$ cat config.mk
export PLATFORM = sky130hd
export DESIGN_NAME = nrt_cmp_unit
export DESIGN_NICKNAME = d
export VERILOG_FILES = /design/src/nonce_replay_table_defines.svh /design/src/nrt_pkg.sv /design/src/nrt_cmp_unit.sv
export SDC_FILE = /design/constraint.sdc
export NUM_CORES = 1
export LEC_CHECK = 0
export BUFFER_PORTS_ARGS = -buffer_cell sky130_fd_sc_hd__buf_2
export CAP_MARGIN = 20
export CORE_AREA = 2 2 131 133
export DETAILED_ROUTE_END_ITERATION = 10
export DIE_AREA = 0 0 133 135
export GPL_ROUTABILITY_DRIVEN = 0
export PLACE_DENSITY = 0.58
export SLEW_MARGIN = 20
export SYNTH_ARGS = -nofsm -noshare
export SYNTH_HDL_FRONTEND = slang
export SYNTH_SLANG_ARGS = --single-unit
$ cat constraint.sdc
create_clock -name vclk -period 5.3
set_input_delay 1.06 -clock vclk [all_inputs]
set_output_delay 1.06 -clock vclk [all_outputs]
set_load 0.02 [all_outputs]
$ cat src/nonce_replay_table_defines.svh
// ----------------------------------------------------------------------------
// nonce replay table assertion macros
// shared concurrent assertion forms, clocked on clk with synchronous reset rst
// ----------------------------------------------------------------------------
`ifndef NONCE_REPLAY_TABLE_DEFINES_SVH
`define NONCE_REPLAY_TABLE_DEFINES_SVH

// same-cycle implication
`define NRT_ASSERT_IMP(label, ante, cons) \
  label: assert property (@(posedge clk) disable iff (rst) (ante) |-> (cons)) \
    else $error("%m: assertion failed");

// next-cycle implication
`define NRT_ASSERT_NXT(label, ante, cons) \
  label: assert property (@(posedge clk) disable iff (rst) (ante) |=> (cons)) \
    else $error("%m: assertion failed");

`endif

$ cat src/nrt_pkg.sv
// ----------------------------------------------------------------------------
// nrt_pkg
// shared sizes, codes and types of the nonce replay table
// ----------------------------------------------------------------------------
`timescale 1ns / 1ps

package nrt_pkg;

  localparam int TABLE_DEPTH = 16;
  localparam int STAMP_BITS  = 32;
  localparam int IDX_W       = (TABLE_DEPTH > 1) ? $clog2(TABLE_DEPTH) : 1;

  localparam int NONCE_W    = 64;
  localparam int EXPIRY_W   = 16;
  localparam int STATUS_W   = 2;
  localparam int KIND_W     = 2;
  localparam int REMOVED_W  = 5;

  localparam logic [EXPIRY_W-1:0] EXPIRY_RESET = 16'd300;

  localparam logic [STATUS_W-1:0] STATUS_OK        = 2'd0;
  localparam logic [STATUS_W-1:0] STATUS_NOT_FOUND = 2'd1;
  localparam logic [STATUS_W-1:0] STATUS_EXPIRED   = 2'd2;
  localparam logic [STATUS_W-1:0] STATUS_FULL      = 2'd3;

  typedef enum logic [KIND_W-1:0] {
    KIND_SAVE    = 2'd0,
    KIND_VERIFY  = 2'd1,
    KIND_TICK    = 2'd2,
    KIND_CLEANUP = 2'd3
  } kind_t;

  typedef enum logic [1:0] {
    S_IDLE,
    S_SCAN,
    S_APPLY,
    S_DONE
  } state_t;

  typedef struct packed {
    logic [NONCE_W-1:0]    nonce_high;
    logic [NONCE_W-1:0]    nonce_low;
    logic [STAMP_BITS-1:0] stamp;
  } entry_t;

  // result of one pass through the shared compare unit
  typedef struct packed {
    logic match;
    logic stale;
  } cmp_t;

endpackage

$ cat src/nrt_cmp_unit.sv
// ----------------------------------------------------------------------------
// nrt_cmp_unit
// shared compare unit: nonce equality and age-versus-expiry test of one entry
// ----------------------------------------------------------------------------
`timescale 1ns / 1ps

module nrt_cmp_unit import nrt_pkg::*; (
  input  entry_t                entry,
  input  logic [NONCE_W-1:0]    nonce_high,
  input  logic [NONCE_W-1:0]    nonce_low,
  input  logic [STAMP_BITS-1:0] seconds_now,
  input  logic [EXPIRY_W-1:0]   expiry,
  output cmp_t                  result
);

  logic [STAMP_BITS-1:0] age;

  // age wraps modulo the stamp width
  assign age = seconds_now - entry.stamp;

  assign result.match = (entry.nonce_high == nonce_high) && (entry.nonce_low == nonce_low);
  assign result.stale = age > STAMP_BITS'(expiry);

endmodule

### Word-level counts from Yosys, hierarchy flattened

Cells that the tools add are included.
W data, S select, Z words.

| cells by class | value |
|---|---|
| add/subtract/negate cells | 1 |
| multipliers | 0 |
| divide/modulo/power cells | 0 |
| $lt $le $gt $ge | 1 |
| equality and inequality tests | 2 |
| shift operators | 0 |
| multiplexer cells | 0 |
| bitwise operators | 0 |
| reductions and logical operators | 1 |

Operators with widths:

| cell | count |
|---|---|
| $eq A64 B64 Y1 | 2 |
| $gt A32 B16 Y1 | 1 |
| $sub A32 B32 Y32 | 1 |
| $logic_and A1 B1 Y1 | 1 |

| storage, ports and cells | value |
|---|---|
| register bits after elaboration | 0 |
| bits in latches | 0 |
| bits in writable memories | 0 |
| memory bits (read-only) | 0 |
| output and inout port bits | 2 |
| logic and storage cells | 5 |
| memories kept | 0 |

### Longest topological paths before layout

Gate-level depths: netlist (run 1).

| logic depth | value |
|---|---|
| word-level depth | 2 |
| gate-level depth with buffers | 19 |

### Worst setup path after synthesis (run 1)

No wires, ideal clock.

| timing path | value |
|---|---|
| path type | in2out |
| from | input port seconds_now[0] |
| to | output port result[0] (netlist bit) |
| data arrival time | 4.495 ns |
| setup slack | -0.255 ns |
| stages on the path | 18 |
| cell sequence | inv_1 -> ha_1 -> fa_1 -> nor2b_1 -> o31ai_2 -> a211oi_1 -> o21a_1 -> nor2_1 -> xnor2_1 -> ha_1 -> nor2b_1 -> o21ai_0 -> o21ai_0 -> a211oi_1 -> o211ai_1 -> nor4_2 -> nand4b_1 -> or4_1 |

RTL lines:

| what | line | text |
|---|---|---|
| from (decl) | nrt_cmp_unit.sv:11 | `input logic [STAMP_BITS-1:0] seconds_now,` |
| to (decl) | nrt_cmp_unit.sv:13 | `output cmp_t result` |

==> results.sh, run 1 <==
export IMPL_status="complete, but fails checks"
export IMPL_failed_checks="negative setup slack"
export IMPL_setup_worst_path_start="seconds_now[0]"
export IMPL_num_rows=47
export IMPL_hold_class="input port to output port"
export IMPL_hpwlAfterDp_mm=18.4
export IMPL_clock_buffer_count=0
export IMPL_final_common_cell="buf_2"
export IMPL_power_leakage_nw=3.33
export IMPL_synth_top_area_share=0.204
export IMPL_synthTopCellsByArea="xnor2_1 (20%), ha_1 (15%), xor2_1 (9.3%)"
export IMPL_yosys_area_top_type="xnor2_1"
export IMPL_worst_ep_arrival_time_ns=4.51
export IMPL_drt_total_wl_mm=20.2
export IMPL_hold_viol_final=0
export IMPL_syn_area_per_cell_um2=7.20
export IMPL_min_period_ns=5.57
export IMPL_slew_viol_final=0
export IMPL_via_per_inst=4.70
export IMPL_synth_cell_types=69
export IMPL_rsz0062_at_grt="true"
export IMPL_drt_drc_violations_left=0
export IMPL_p_comb_frac=1.000
export IMPL_mappedNetlistNets=946
export IMPL_grt_pass1_wl_mm=29.7
export IMPL_register_area_um2=0
export IMPL_worst_pin_slew_ns=0.537
export IMPL_port_buffers=338
export IMPL_timing_final_crit_share=1.05
export IMPL_fp_dieH_um=135
export IMPL_grt_use_total=0.215
export IMPL_initial_core_util=0.246
export IMPL_crit_path_top_delay_cell="or4_4"
export IMPL_crit_end="result[0]"
export IMPL_area_delta_synth_final_pct=61.6
export IMPL_drive_above_1_share=0.464
export IMPL_criticalPathCategory="input port to output port"
export IMPL_hold_buffers=0
export IMPL_die_w_um=133
export IMPL_seq_cells=0
export IMPL_grt_max_degree=11
export IMPL_worstPathCellList="buf_8, inv_4, ha_4, fa_2, nor2b_4, o31ai_4, a21o_1, a21oi_1, nand2b_1, xor2_1, ha_1, nand4_1, o21ai_1, a211oi_2, o211ai_1, nor4_2, nand4b_1, or4_4, buf_6"
export IMPL_power_density_nw_per_um2=101
export IMPL_detail_route_wl_per_cell_um=17.2
export IMPL_fmax_mhz=179
export IMPL_drtIter0Drc=282
export IMPL_ant_nets=0
export IMPL_ys_seq_area_frac=0
export IMPL_io_pin_count=338
export IMPL_cp_max_fo=3
export IMPL_setup_violations=1
export IMPL_setup_slack_ns=-0.274
export IMPL_yosys_warnings=0
export IMPL_vdd_drop_max_v=0.0000394
export IMPL_critPathMaxStageDelay_ns=0.50
export IMPL_netlist_instances=562
export IMPL_grt_pass1_vias=5494
export IMPL_overflow=0
export IMPL_power_switching_mw=0.319
export IMPL_core_um2=16400
export IMPL_cp_required_ns=4.24
export IMPL_start_kind="input port"
export IMPL_relSlewSlack=0.638
export IMPL_power_mw=0.663
export IMPL_num_vias=5503
export IMPL_p_sw_frac=0.480
export IMPL_syn_area_um2=4040
export IMPL_p_clk_frac=0
export IMPL_dr_pass1_iters=4
export IMPL_fin_hold_ws_ns=2.61
export IMPL_p_int_mw=0.345
export IMPL_dieArea_um2=18000
export IMPL_finalNetCount=1332
export IMPL_seqPwrFrac=0
export IMPL_drv_cap=0
export IMPL_layout_common_cells="buf_2 (334), xnor2_1 (94), inv_1 (63), buf_4 (56), ha_1 (44)"
export IMPL_endpoint_kind="output port"
export IMPL_antenna_found_initial=19
[per-layer routing]
layer  vias up  GRT usage  part of all wire
met5         -          0            0.0046
met4        14     0.0173            0.0098
met3        24     0.0747              0.10
met2       252      0.366              0.46
met1      2416      0.273              0.43
li1       2797          -                 -
[kinds of logic after synthesis]
group,count (synthesis),synth area share
AOI/OAI and AO/OA,131,0.223
muxes,7,0.0176
xor gates and xnor gates,137,0.297
and+or+nand+nor,163,0.231
adders and majority gates,48,0.150
buffers and inverters,76,0.0811
[cell type report]
| cell class | count | area, um2 |
|---|---|---|
| fill | 1760 | 9870 |
| multi-input combinational | 486 | 3850 |
| timing repair buffer | 395 | 2150 |
| tap | 220 | 275 |
| inverter | 65 | 246 |
| antenna | 6 | 15.0 |
[worst min path at each step]
stage | start | to | slack [ns] | cells past startpoint
after floorplan | nonce_high[0] | result[1] | 2.33 | 3
after global placement | nonce_high[17] | result[1] | 2.62 | 5
after detailed placement | nonce_high[17] | result[1] | 2.62 | 5
after CTS | nonce_high[17] | result[1] | 2.62 | 5
after global routing | nonce_high[17] | result[1] | 2.65 | 5
final | nonce_high[0] | result[1] | 2.61 | 5
[critical path: cells and delay by family]
kind | cells | cell delay (ns)
fa+ha+maj | 3 | 0.76
compound gates | 6 | 0.93
buf+inv | 3 | 0.25
simple gates | 6 | 1.35
xor+xnor | 1 | 0.17
[power groups by stage]
stage               Combinational, mW    Clock [mW]  Sequential (mW)
floorplan                       0.361             0                0
global placement                0.627             0                0
detailed placement              0.629             0                0
CTS                             0.648             0                0
global route                    0.735  0.0000000507                0
finish                          0.663   0.000000152                0
[through the flow]
step	util	setup WS, ns	std cells	TNS (ns)	area [um2]
CTS	0.392	-0.242	1163	-0.242	6420
floorplan	-	0.00572	562	0	4060
detailed placement	0.385	-0.470	1158	-0.470	6310
global route	0.398	-0.495	1168	-0.495	6530
global placement	0.385	-0.458	1158	-0.458	6310
finish	0.398	-0.274	1172	-0.274	6540
[repair_timing]
item | CTS | global route
cloned | 0 | 0
endpoints found under the hold margin | 0 | 0
resized for setup | 19 | 16
pin swaps | 19 | 20
endpoints found under the setup margin | 1 | 1
setup buffers | 5 | 3
[cells in the mapped netlist (4+ instances only)]
cell type	count
o21bai_1	4
nand2b_1	4
nand2_1	32
a21oi_1	32
o221ai_1	4
nor2b_1	5
a21oi_2	4
nor3_1	7
mux2i_1	6
nor4_1	17
xnor2_1	94
nor2_1	21
nand3_1	10
o21a_1	9
nand4_1	33
a211oi_1	6
o22ai_1	6
xor2_1	43
ha_1	47
inv_1	65
buf_6	4
o21ai_0	22
and2_1	6
a21o_1	8
No activity file was read; power rests on OpenSTA's default activity.
==> inputs of run 2 (changes only) <==
--- a/config.mk
+++ b/config.mk
@@ -11,7 +11,6 @@
 export DETAILED_ROUTE_END_ITERATION = 10
 export DIE_AREA = 0 0 133 135
 export GPL_ROUTABILITY_DRIVEN = 0
-export PLACE_DENSITY = 0.58
 export SLEW_MARGIN = 20
 export SYNTH_ARGS = -nofsm -noshare
 export SYNTH_HDL_FRONTEND = slang
==> constraint.sdc (replaced) <==
create_clock -name vclk -period 5.3
set_input_delay 1.06 -clock vclk [all_inputs]
set_output_delay 1.06 -clock vclk [all_outputs]
set_load 0.05 [all_outputs]
==> results.sh, run 2 (synthesized netlist as in run 1, its figures left out) <==
export IMPL_start_kind="input port"
export IMPL_power_leakage_nw=3.34
export IMPL_place_ws_ns=-0.449
export IMPL_timing_setup_tns_ns=-0.362
export IMPL_p_int_mw=0.343
export IMPL_stdcell_count=1179
export IMPL_min_period_ns=5.66
export IMPL_postPlaceCellArea_um2=6350
export IMPL_initial_core_util=0.246
export IMPL_p_comb_frac=1.000
export IMPL_grt_pass1_vias=5505
export IMPL_overflow=0
export IMPL_p_clk_frac=0
export IMPL_drtIter0Drc=316
export IMPL_dieArea_um2=18000
export IMPL_power_switching_mw=0.314
export IMPL_worstHoldPathCells=5
export IMPL_grt_pass1_wl_mm=29.4
export IMPL_drive_above_1_share=0.459
export IMPL_status="complete, but fails checks"
export IMPL_place_inst=1160
export IMPL_layout_common_cells="buf_2 (334), xnor2_1 (94), inv_1 (64), buf_4 (58), ha_1 (44)"
export IMPL_port_buffers=338
export IMPL_num_vias=5527
export IMPL_cp_max_fo=3
export IMPL_slew_viol_final=0
export IMPL_criticalPathCategory="input port to output port"
export IMPL_final_common_cell="buf_2"
export IMPL_vdd_drop_max_v=0.0000384
export IMPL_via_per_inst=4.69
export IMPL_die_w_um=133
export IMPL_seq_cells=0
export IMPL_antenna_found_initial=22
export IMPL_power_density_nw_per_um2=101
export IMPL_hold_class="input port to output port"
export IMPL_io_pin_count=338
export IMPL_seqPwrFrac=0
export IMPL_ant_nets=0
export IMPL_final_area_um2=6520
export IMPL_num_rows=47
export IMPL_register_area_um2=0
export IMPL_setup_slack_ns=-0.362
export IMPL_relSlewSlack=0.680
export IMPL_finalNetCount=1334
export IMPL_area_delta_synth_final_pct=61.2
export IMPL_fin_hold_ws_ns=2.65
export IMPL_cp_required_ns=4.24
export IMPL_drt_total_wl_mm=20.1
export IMPL_drt_drc_violations_left=0
export IMPL_worst_ep_arrival_time_ns=4.60
export IMPL_hpwlAfterDp_mm=18.4
export IMPL_hold_viol_final=0
export IMPL_clock_buffer_count=0
export IMPL_failed_checks="negative setup slack"
export IMPL_timing_final_crit_share=1.07
export IMPL_fmax_mhz=177
export IMPL_fp_dieH_um=135
export IMPL_detail_route_wl_per_cell_um=17.0
export IMPL_core_um2=16400
export IMPL_endpoint_kind="output port"
export IMPL_dr_pass1_iters=5
export IMPL_grt_use_total=0.212
export IMPL_p_sw_frac=0.478
export IMPL_rsz0062_at_grt="true"
export IMPL_hold_buffers=0
export IMPL_setup_violations=1
export IMPL_grt_max_degree=12
export IMPL_worst_pin_slew_ns=0.475
export IMPL_drv_cap=0
==> run 2: cell count changes in the layout (fill, tap and decap cells not counted), moves of 2 or more <==
| cell | delta |
|---|---|
| buf_4 | +2 |
| a21oi_1 | +2 |
| nor2_2 | -2 |
| a21oi_4 | -2 |
| diode_2 | +5 |
| nor2_1 | +2 |
==> run 2: stage by stage <==
| stage | power (mW) | utilization |
|---|---|---|
| 6_report | 0.657 | 0.397 |
| 5_1_grt | 0.729 | 0.396 |
| 3_5_place_dp | 0.633 | 0.387 |
| 4_1_cts | 0.650 | 0.393 |
| 2_1_floorplan | 0.364 | - |
| 3_3_place_gp | 0.627 | 0.387 |
==> run 2: final cells by class <==
class                      instances  area, um2
fill                            1788       9890
antenna                           11       27.5
timing repair buffer             397       2170
multi-input combinational        486       3800
inverter                          65        244
tap                              220        275
==> run 2: power groups by stage <==
| stage | sequential, mW | combinational (mW) | clock [mW] |
|---|---|---|---|
| 6_report | 0 | 0.657 | 0.000000279 |
| 5_1_grt | 0 | 0.729 | 0.0000000504 |
| 4_1_cts | 0 | 0.650 | 0 |
| 3_5_place_dp | 0 | 0.633 | 0 |
| 3_3_place_gp | 0 | 0.627 | 0 |
| 2_1_floorplan | 0 | 0.364 | 0 |
==> run 2: critical path: stages <==
cell	delay, ns
buf_6	0.07
inv_2	0.03
ha_4	0.15
fa_2	0.37
nor2b_4	0.15
o31ai_4	0.10
a211oi_2	0.26
o21a_1	0.19
nor2_1	0.06
xnor2_1	0.14
ha_1	0.30
buf_4	0.13
nand4_1	0.13
nor2_1	0.08
a211oi_2	0.23
o211ai_1	0.12
nor4_2	0.17
nand4b_1	0.13
or4_4	0.54
buf_8	0.17
==> run 2: repair_timing <==
item,4_1_cts,5_1_grt
resized for setup,15,6
endpoints found under the setup margin,1,1
setup buffers,5,3
pin swaps,14,10
==> run 2: path summary, 6_finish.rpt <==
path	to	from
min	result[1]	nonce_high[0]
max	result[0]	seconds_now[0]
==> run 2: routing by layer <==
layer | track usage | vias up | share of wire | routed length (um)
met5 | 0 | - | 0.0034 | 69
met4 | 0.0221 | 10 | 0.013 | 262
met3 | 0.0623 | 26 | 0.11 | 2210
met2 | 0.366 | 263 | 0.45 | 9040
met1 | 0.270 | 2421 | 0.42 | 8510
li1 | - | 2807 | - | -
==> inputs of run 3 (changes only) <==
--- a/config.mk
+++ b/config.mk
@@ -11,6 +11,7 @@
 export DETAILED_ROUTE_END_ITERATION = 10
 export DIE_AREA = 0 0 133 135
 export GPL_ROUTABILITY_DRIVEN = 0
+export REMOVE_ABC_BUFFERS = 1
 export SLEW_MARGIN = 20
 export SYNTH_ARGS = -nofsm -noshare
 export SYNTH_HDL_FRONTEND = slang
==> results.sh, run 3 (synthesized netlist as in run 1, its figures left out) <==
export IMPL_status="complete, but fails checks"
export IMPL_failed_checks="negative setup slack"
export IMPL_hpwlAfterDp_mm=18.4
export IMPL_drive_above_1_share=0.461
export IMPL_drtIter0Drc=359
export IMPL_grt_pass1_vias=5338
export IMPL_dieArea_um2=18000
export IMPL_slew_viol_final=0
export IMPL_hold_buffers=0
export IMPL_power_density_nw_per_um2=101
export IMPL_holdCritStartpoint="nonce_high[0]"
export IMPL_via_per_inst=4.71
export IMPL_rsz0062_at_grt="true"
export IMPL_place_ws_ns=-0.840
export IMPL_cp_top_family="compound AO/OA/AOI/OAI gates"
export IMPL_drt_drc_violations_left=0
export IMPL_clock_buffer_count=0
export IMPL_fmax_mhz=179
export IMPL_ant_nets=0
export IMPL_cp_num_cells=17
export IMPL_fin_hold_ws_ns=2.65
export IMPL_drv_cap=0
export IMPL_hold_viol_final=0
export IMPL_num_rows=47
export IMPL_area_delta_synth_final_pct=61.0
export IMPL_hold_path_end="result[1]"
export IMPL_detail_route_wl_per_cell_um=16.9
export IMPL_fp_dieH_um=135
export IMPL_crit_top_cell="a21o_1"
export IMPL_setup_slack_ns=-0.279
export IMPL_grt_use_total=0.211
export IMPL_core_um2=16400
export IMPL_critPathBufInv=3
export IMPL_endpoint_kind="output port"
export IMPL_grt_max_degree=11
export IMPL_worstPathCellList="buf_2, ha_4, nor2b_4, o2111ai_2, nand2_1, buf_4, xor2_1, ha_1, a21o_1, a21o_1, a211o_2, a211oi_2, o211ai_1, nor4_2, nand4b_1, or4_4, buf_8"
export IMPL_worst_pin_slew_ns=0.533
export IMPL_layout_common_cells="buf_2 (334), xnor2_1 (93), inv_1 (62), buf_4 (56), ha_1 (44)"
export IMPL_seq_cells=0
export IMPL_relSlewSlack=0.641
export IMPL_register_area_um2=0
export IMPL_final_common_cell="buf_2"
export IMPL_die_w_um=133
export IMPL_finalNetCount=1331
export IMPL_critPathMaxStageDelay_ns=0.51
export IMPL_stdcell_count=1174
export IMPL_antenna_found_initial=23
export IMPL_power_leakage_nw=3.33
export IMPL_min_period_ns=5.58
export IMPL_overflow=0
export IMPL_vdd_drop_max_v=0.0000356
export IMPL_crit_path_top_delay_cell="or4_4"
export IMPL_setup_violations=1
export IMPL_criticalPathCategory="input port to output port"
export IMPL_place_inst=1159
export IMPL_hold_class="input port to output port"
export IMPL_worstHoldPathCells=5
export IMPL_grt_pass1_wl_mm=29.0
export IMPL_port_buffers=338
export IMPL_initial_core_util=0.246
export IMPL_timing_final_crit_share=1.05
export IMPL_cp_max_fo=3
export IMPL_cp_required_ns=4.24
export IMPL_power_mw=0.658
export IMPL_drt_total_wl_mm=19.9
export IMPL_num_vias=5528
export IMPL_dr_pass1_iters=5
export IMPL_worst_ep_arrival_time_ns=4.52
export IMPL_start_kind="input port"
export IMPL_io_pin_count=338
-- run 3: cell types whose count changed in the layout (fill, tap and decap cells not counted), sizes merged --
cell and delta:
diode -2, buf -3
-- run 3: final cells by class --
type / count / area [um2]
Tap cell: 220 / 275
Inverter: 65 / 244
Antenna cell: 9 / 22.5
Multi-Input combinational cell: 486 / 3830
Fill cell: 1778 / 9900
Timing Repair Buffer: 394 / 2140
-- run 3: power by group --
| part | internal [mW] | total (mW) | leakage [nW] | switching (mW) |
|---|---|---|---|---|
| sequential | 0 | 0 | 0 | 0 |
| combinational | 0.345 | 0.658 | 3.33 | 0.313 |
| clock | 0.000000228 | 0.000000228 | 0.0000570 | 0 |
-- run 3: per-layer routing --
layer,vias up,track usage,part of all wire
li1,2792,-,-
met1,2431,0.277,0.43
met5,-,0,0.0041
met2,271,0.358,0.45
met3,20,0.0646,0.12
met4,14,0.00597,0.0046
-- run 3: what timing repair did --
item,CTS,global route
resized for setup,28,4
endpoints found under the setup margin,1,1
buffers inserted,6,0
pin swaps,17,1
gates cloned,0,0
-- run 3: how the worst max path moves through the flow --
| stage | startpoint | slack (ns) | endpoint |
|---|---|---|---|
| floorplan | seconds_now[0] | -0.40 | result[0] |
| global placement | entry[0] | -0.74 | result[0] |
| detailed placement | entry[0] | -0.84 | result[0] |
| CTS | seconds_now[0] | -0.27 | result[0] |
| global route | seconds_now[0] | -0.48 | result[0] |
| finish | seconds_now[1] | -0.28 | result[0] |
-- run 3: through the flow --
step	util	cell area, um2	setup TNS, ns
6_report	0.397	6510	-0.279
3_3_place_gp	0.384	6300	-0.739
3_5_place_dp	0.384	6300	-0.840
4_1_cts	0.395	6470	-0.268
2_1_floorplan	-	3960	-0.398
5_1_grt	0.396	6490	-0.483
-- run 3: tightest hold or removal path, stage by stage --
cell	delay (ns)
buf_2	0.09
a221oi_1	0.07
nand4_1	0.08
nor4_1	0.06
buf_2	0.22
